**src/rtl/erbr_pkg.sv**
```systemverilog
`timescale 1ns / 1ps
// Shared constants, payload types and the quarter-wave sine table builder.
package erbr_pkg;

    localparam int ANGLE_BITS       = 16;
    localparam int RATE_BITS        = 16;
    localparam int SINE_TABLE_DEPTH = 1024;

    localparam int QUARTER_BITS = ANGLE_BITS - 2;
    localparam int ROM_ADDR_W   = $clog2(SINE_TABLE_DEPTH + 1);
    localparam int TRIG_FRAC    = 15;
    localparam int TRIG_MAG_W   = 15;
    localparam int TRIG_W       = TRIG_MAG_W + 1;
    localparam int CFG_INDEX_W  = 3;
    localparam int FLAG_W       = 3;

    // Datapath widths: trig x rate products, the rounded trig cross terms,
    // their products with the yaw rate, and the summing accumulator.
    localparam int PROD_W       = TRIG_W + RATE_BITS;
    localparam int CROSS_W      = TRIG_W + 1;
    localparam int CROSS_PROD_W = CROSS_W + RATE_BITS;
    localparam int ACC_W        = CROSS_PROD_W + 2;
    localparam int SUM_W        = ACC_W - TRIG_FRAC;

    localparam logic signed [RATE_BITS-1:0] RATE_LIMIT_RESET = RATE_BITS'(3072);

    localparam longint unsigned Q30_ONE = 64'd1073741824;
    localparam longint unsigned PI2Q30  = 64'd1686629713;
    localparam longint unsigned SINE_SAT = 64'd32767;

    typedef enum logic [CFG_INDEX_W-1:0] {
        REG_ROLL_RATE_MIN  = 3'd0,
        REG_ROLL_RATE_MAX  = 3'd1,
        REG_PITCH_RATE_MIN = 3'd2,
        REG_PITCH_RATE_MAX = 3'd3,
        REG_YAW_RATE_MIN   = 3'd4,
        REG_YAW_RATE_MAX   = 3'd5
    } cfg_reg_t;

    typedef struct packed {
        logic signed [ANGLE_BITS-1:0] roll_angle;
        logic signed [ANGLE_BITS-1:0] pitch_angle;
        logic signed [RATE_BITS-1:0]  euler_roll_rate;
        logic signed [RATE_BITS-1:0]  euler_pitch_rate;
        logic signed [RATE_BITS-1:0]  euler_yaw_rate;
    } request_t;

    typedef struct packed {
        logic signed [RATE_BITS-1:0] body_roll_rate;
        logic signed [RATE_BITS-1:0] body_pitch_rate;
        logic signed [RATE_BITS-1:0] body_yaw_rate;
        logic [FLAG_W-1:0]           clamp_flags;
    } result_t;

    typedef struct packed {
        logic signed [TRIG_W-1:0]    sin_roll;
        logic signed [TRIG_W-1:0]    cos_roll;
        logic signed [TRIG_W-1:0]    sin_pitch;
        logic signed [TRIG_W-1:0]    cos_pitch;
        logic signed [RATE_BITS-1:0] euler_roll_rate;
        logic signed [RATE_BITS-1:0] euler_pitch_rate;
        logic signed [RATE_BITS-1:0] euler_yaw_rate;
    } trig_item_t;

    typedef struct packed {
        logic signed [SUM_W-1:0] p;
        logic signed [SUM_W-1:0] q;
        logic signed [SUM_W-1:0] r;
    } sum_item_t;

    typedef logic [TRIG_MAG_W-1:0] sine_rom_t [0:SINE_TABLE_DEPTH];

    // Degree-13 Taylor sine in Horner form, each stage truncated in Q2.30.
    // Evaluated only while the design elaborates.
    function automatic logic [TRIG_MAG_W-1:0] quarter_sine(input int unsigned i);
        longint unsigned x;
        longint unsigned x2;
        longint unsigned t;
        longint unsigned s;
        begin
            x  = (PI2Q30 * 64'(i)) / SINE_TABLE_DEPTH;
            x2 = (x * x) >> 30;
            t  = Q30_ONE;
            t  = Q30_ONE - ((x2 * t) >> 30) / 156;
            t  = Q30_ONE - ((x2 * t) >> 30) / 110;
            t  = Q30_ONE - ((x2 * t) >> 30) / 72;
            t  = Q30_ONE - ((x2 * t) >> 30) / 42;
            t  = Q30_ONE - ((x2 * t) >> 30) / 20;
            t  = Q30_ONE - ((x2 * t) >> 30) / 6;
            s  = (x * t) >> 30;
            s  = (s + 64'd16384) >> 15;
            if (s > SINE_SAT)
            begin
                s = SINE_SAT;
            end
            return TRIG_MAG_W'(s);
        end
    endfunction

    function automatic sine_rom_t build_sine_rom();
        sine_rom_t rom;
        begin
            for (int unsigned i = 0; i <= SINE_TABLE_DEPTH; i++)
            begin
                rom[i] = quarter_sine(i);
            end
            return rom;
        end
    endfunction

endpackage

```
**src/rtl/erbr_clamp.sv**
```systemverilog
`timescale 1ns / 1ps
// Limit registers and the per-axis clamp with the registered result stage.
module erbr_clamp import erbr_pkg::*; (
    input  logic                   clk,
    input  logic                   rst_n,
    input  logic                   cfg_write,
    input  logic [CFG_INDEX_W-1:0] cfg_index,
    input  logic [RATE_BITS-1:0]   cfg_data,
    input  logic                   in_valid,
    input  sum_item_t              in_item,
    output logic                   done,
    output result_t                result
);

    logic signed [RATE_BITS-1:0] roll_min_reg, roll_max_reg;
    logic signed [RATE_BITS-1:0] pitch_min_reg, pitch_max_reg;
    logic signed [RATE_BITS-1:0] yaw_min_reg, yaw_max_reg;

    logic signed [SUM_W-1:0] p_lim, q_lim, r_lim;
    result_t                 result_next, result_reg;
    logic                    done_reg;

    // The lower bound goes first, so a minimum above the maximum yields the maximum.
    function automatic logic signed [SUM_W-1:0] clamp_val(
        input logic signed [SUM_W-1:0]     v,
        input logic signed [RATE_BITS-1:0] lo,
        input logic signed [RATE_BITS-1:0] hi
    );
        logic signed [SUM_W-1:0] lo_ext;
        logic signed [SUM_W-1:0] hi_ext;
        logic signed [SUM_W-1:0] lim;
        begin
            lo_ext = SUM_W'(lo);
            hi_ext = SUM_W'(hi);
            lim    = (v < lo_ext) ? lo_ext : v;
            lim    = (lim > hi_ext) ? hi_ext : lim;
            return lim;
        end
    endfunction

    always_ff @(posedge clk or negedge rst_n)
    begin
        if (!rst_n)
        begin
            roll_min_reg  <= -RATE_LIMIT_RESET;
            roll_max_reg  <= RATE_LIMIT_RESET;
            pitch_min_reg <= -RATE_LIMIT_RESET;
            pitch_max_reg <= RATE_LIMIT_RESET;
            yaw_min_reg   <= -RATE_LIMIT_RESET;
            yaw_max_reg   <= RATE_LIMIT_RESET;
        end
        else if (cfg_write)
        begin
            case (cfg_index)
                REG_ROLL_RATE_MIN:  roll_min_reg  <= cfg_data;
                REG_ROLL_RATE_MAX:  roll_max_reg  <= cfg_data;
                REG_PITCH_RATE_MIN: pitch_min_reg <= cfg_data;
                REG_PITCH_RATE_MAX: pitch_max_reg <= cfg_data;
                REG_YAW_RATE_MIN:   yaw_min_reg   <= cfg_data;
                REG_YAW_RATE_MAX:   yaw_max_reg   <= cfg_data;
                default: ;
            endcase
        end
    end

    always_comb
    begin
        p_lim = clamp_val(in_item.p, roll_min_reg, roll_max_reg);
        q_lim = clamp_val(in_item.q, pitch_min_reg, pitch_max_reg);
        r_lim = clamp_val(in_item.r, yaw_min_reg, yaw_max_reg);
        result_next.body_roll_rate  = RATE_BITS'(p_lim);
        result_next.body_pitch_rate = RATE_BITS'(q_lim);
        result_next.body_yaw_rate   = RATE_BITS'(r_lim);
        result_next.clamp_flags     = {r_lim != in_item.r, q_lim != in_item.q,
                                       p_lim != in_item.p};
    end

    always_ff @(posedge clk or negedge rst_n)
    begin
        if (!rst_n)
        begin
            done_reg <= 1'b0;
        end
        else
        begin
            done_reg <= in_valid;
        end
    end

    always_ff @(posedge clk)
    begin
        result_reg <= result_next;
    end

    assign done   = done_reg;
    assign result = result_reg;

endmodule

```
**config.mk**
```make
export PLATFORM = sky130hd
export DESIGN_NAME = erbr_clamp
export DESIGN_NICKNAME = d
export VERILOG_FILES = /design/src/rtl/erbr_pkg.sv /design/src/rtl/erbr_clamp.sv
export SDC_FILE = /design/constraint.sdc
export NUM_CORES = 1
export LEC_CHECK = 0
export BUFFER_PORTS_ARGS = -buffer_cell sky130_fd_sc_hd__buf_2
export CORE_MARGIN = 2
export CORE_UTILIZATION = 50
export CTS_BUF_LIST = sky130_fd_sc_hd__clkbuf_4 sky130_fd_sc_hd__clkbuf_8
export DETAILED_ROUTE_END_ITERATION = 10
export GPL_ROUTABILITY_DRIVEN = 1
export PLACE_DENSITY = 0.78
export SLEW_MARGIN = 20
export SYNTH_ARGS = -nofsm -noshare
export SYNTH_HDL_FRONTEND = slang
export SYNTH_SLANG_ARGS = --single-unit
```
**constraint.sdc**
```tcl
create_clock -name clk -period 4.36 [get_ports clk]
set_input_delay 0.872 -clock clk [delete_from_list [all_inputs] [get_ports clk]]
set_output_delay 0.872 -clock clk [all_outputs]
set_load 0.03 [all_outputs]
```
==> results.toml <==
[pwr]
vdd_drop_max_mv = 0.320
powerDensity_mw_per_mm2 = 591
clkPwrFrac = 0.131
p_comb_frac = 0.603
seqPwrFrac = 0.266
p_int_w = 0.00469
p_leak_nw = 6.42
swShare = 0.423
total_power_w = 0.00814
power_switching_w = 0.00345

[setup_path]
cp.required_ns = 4.73
crit_arrival_ns = 4.88
startpoint_type = "register"
worst_setup_path_end_kind = "register"
critPathMaxFanout = 6
criticalPathCategory = "reg2reg"

[clock_tree]
clk_pin_slew_ns = 0.09
cts-root-buf = "clkbuf_8"
cts.sinks = 148
cts_made_buffers = 17
cts_tree = "built"
hold_buffers = 0
clk_latency_ns = 0.48
clockBufferDepth = 2
cts_max_level = 4

[cells_and_area]
final_common_cell = "buf_4"
largest_register_ffs = 51
final_cell_mix = "buf_4, buf_2, ha_1"
drive_gt1_frac = 0.403
area.growth.synth_to_final_pct = 33.4
nNetsFinal = 1557
final_core_util = 0.681

[timing]
fin_setup_tns_ns = -2.01
max_freq_mhz = 222
tightest_slew_ns = 0.939
hold_violations = 0
worst_slack_ns = -0.150
finalSetupViolations = 29
drv_slew = 0
finalWorstPathRequiredPeriod_ns = 4.51
relSlewSlack = 0.370
fin_worst_skew_ns = 0.0113
period_share = 1.03
rsz0062_at_grt = "true"

[global_routing]
grt_antenna_before_repair = 1
overflow = 0
grt_max_degree = 47
grt_pass1_wl_um = 48800
track_usage = 0.287
grt_pass1_vias = 9459

[placement]
gp_congestion = 0.976
hpwl_um = 24100
place_ws_ns = -0.545
portBuffers = 134

[routing]
dr_total_vias = 9512
viasPerCell = 5.79
route.detailed.drc = 0
drt-total-wl_um = 32400
postRouteAntennaNets = 0
firstDrtPassIters = 5
drtIter0Drc = 696
wire_per_inst_um = 19.8

[yosys]
ys_warn_count = 0
netlist_area_mm2 = 0.0103
avgSynthCellArea_um2 = 9.64
ys_types = 62
yosysSeqAreaShare = 0.337
ys_seq_elements = 148
synth_edf_count = 0
async_reset_ff_frac = 0.655
synth_ff_type = "dfrtp_1"
synth_nets = 1271
synthCells = 1071

[floorplan]
die_x_um = 148
core-area_mm2 = 0.0202
rows = 52
dieHeight_um = 148
die_area_mm2 = 0.0218
start_util = 0.510
design.portCount = 135

[flow_run]
drv_cap = 0

[status]
violations = "negative setup slack"
outcome = "finished, violations left"

[hold_path]
hold_path_class = "in2async"
==> per-stage QoR <==
| step | cell area (um^2) | std cells | hold WS (ns) |
|---|---|---|---|
| finish | 13800 | 1642 | 0.286 |
| global placement | 12700 | 1581 | 0.519 |
| floorplan | 10800 | 1071 | 0.499 |
| detailed placement | 12700 | 1581 | 0.527 |
| CTS | 13200 | 1618 | 0.280 |
| global route | 13800 | 1642 | 0.294 |
==> area by class of cell <==
type | instances | area (um^2)
clock buffers | 17 | 234
repair buffers | 301 | 2110
well taps | 270 | 338
multi-input cells | 789 | 7090
fillers | 1528 | 6460
clock inverters | 15 | 148
flip-flops and latches | 148 | 3470
inverters | 100 | 378
diodes | 2 | 5.00
==> final timing paths <==
| check | startpoint | endpoint | slack [ns] | depth (start not counted) |
|---|---|---|---|---|
| min in group clk | in_valid | done$_DFF_PN0_ | 0.50 | 1 |
| worst max register to register | yaw_min_reg[13]$_DFFE_PN1P_ | result[2]$_DFF_P_ | -0.15 | 21 |
| max in group asynchronous | rst_n | pitch_max_reg[15]$_DFFE_PN0P_ | 3.14 | 2 |
| worst max-delay path | yaw_min_reg[13]$_DFFE_PN1P_ | result[2]$_DFF_P_ | -0.15 | 21 |
| worst min register to register | yaw_min_reg[12]$_DFFE_PN1P_ | yaw_min_reg[12]$_DFFE_PN1P_ | 0.53 | 2 |
| worst min-delay path | rst_n | roll_max_reg[15]$_DFFE_PN0P_ | 0.29 | 1 |
==> per-layer routing <==
layer	routed length, um	track usage
met5	9	0
met4	1260	0.120
met3	2620	0.0701
met2	14800	0.451
met1	13700	0.381
==> cells by family (layout without fill, tap and decap cells) <==
logic type | count (synthesis) | in the layout | synth area share
flip-flops | 148 | 148 | 0.337
multiplexers | 119 | 119 | 0.133
adder cells (fa/ha/maj) | 117 | 117 | 0.142
AND/OR/NAND/NOR | 235 | 235 | 0.118
XOR/XNOR | 92 | 92 | 0.0788
other | 0 | 2 | 0
AO/OA/AOI/OAI | 226 | 226 | 0.141
buffers and inverters | 134 | 433 | 0.0511
==> worst max-delay path, stage by stage, from the launching register on <==
cell      delay, ns
dfstp_2        0.55
inv_2          0.05
ha_4           0.21
a21o_1         0.18
a21o_1         0.16
a21oi_2        0.13
o21a_1         0.13
o22ai_2        0.07
a21oi_2        0.20
buf_12         0.15
buf_8          0.12
mux2_4         0.31
ha_4           0.27
nand4_1        0.16
nor4_4         0.38
o211ai_1       0.19
and4_4         0.24
nor3_4         0.33
buf_6          0.17
nand3b_1       0.10
a211oi_2       0.21
o31ai_1        0.08
==> timing repair <==
action                     in CTS  in global routing
buffers inserted                5                 19
gates cloned                    0                  3
resized for setup              12                 64
pin swaps                      12                 26
setup endpoints to repair      29                 50
==> power by group through the flow <==
stage / clock [W] / combinational (W) / sequential (W)
after CTS: 0.00108 / 0.00435 / 0.00215
final: 0.00107 / 0.00490 / 0.00217
after global placement: 0 / 0.00412 / 0.00216
after floorplan: 0 / 0.00243 / 0.00258
after global routing: 0.00115 / 0.00525 / 0.00220
after detailed placement: 0 / 0.00425 / 0.00217
==> cell usage after synthesis, types with 11 or more instances <==
| library cell | count | share of area |
|---|---|---|
| inv_1 | 100 | 0.036 |
| nand3_1 | 21 | 0.010 |
| xnor2_1 | 54 | 0.046 |
| nand4_1 | 48 | 0.029 |
| mux2_4 | 12 | 0.017 |
| xor2_1 | 37 | 0.031 |
| dfxtp_1 | 51 | 0.099 |
| nor2b_1 | 11 | 0.0067 |
| o211ai_1 | 18 | 0.013 |
| nor4_1 | 12 | 0.0073 |
| a21oi_1 | 31 | 0.015 |
| a21o_1 | 30 | 0.022 |
| clkbuf_1 | 23 | 0.0084 |
| nand2_1 | 83 | 0.030 |
| o21ai_0 | 83 | 0.040 |
| nor2_1 | 18 | 0.0065 |
| ha_1 | 117 | 0.14 |
| nor3_1 | 12 | 0.0058 |
| dfstp_2 | 21 | 0.053 |
| mux2_2 | 100 | 0.11 |
| a22oi_1 | 16 | 0.012 |
| dfrtp_1 | 76 | 0.18 |
(Power assumes the default switching activity.)
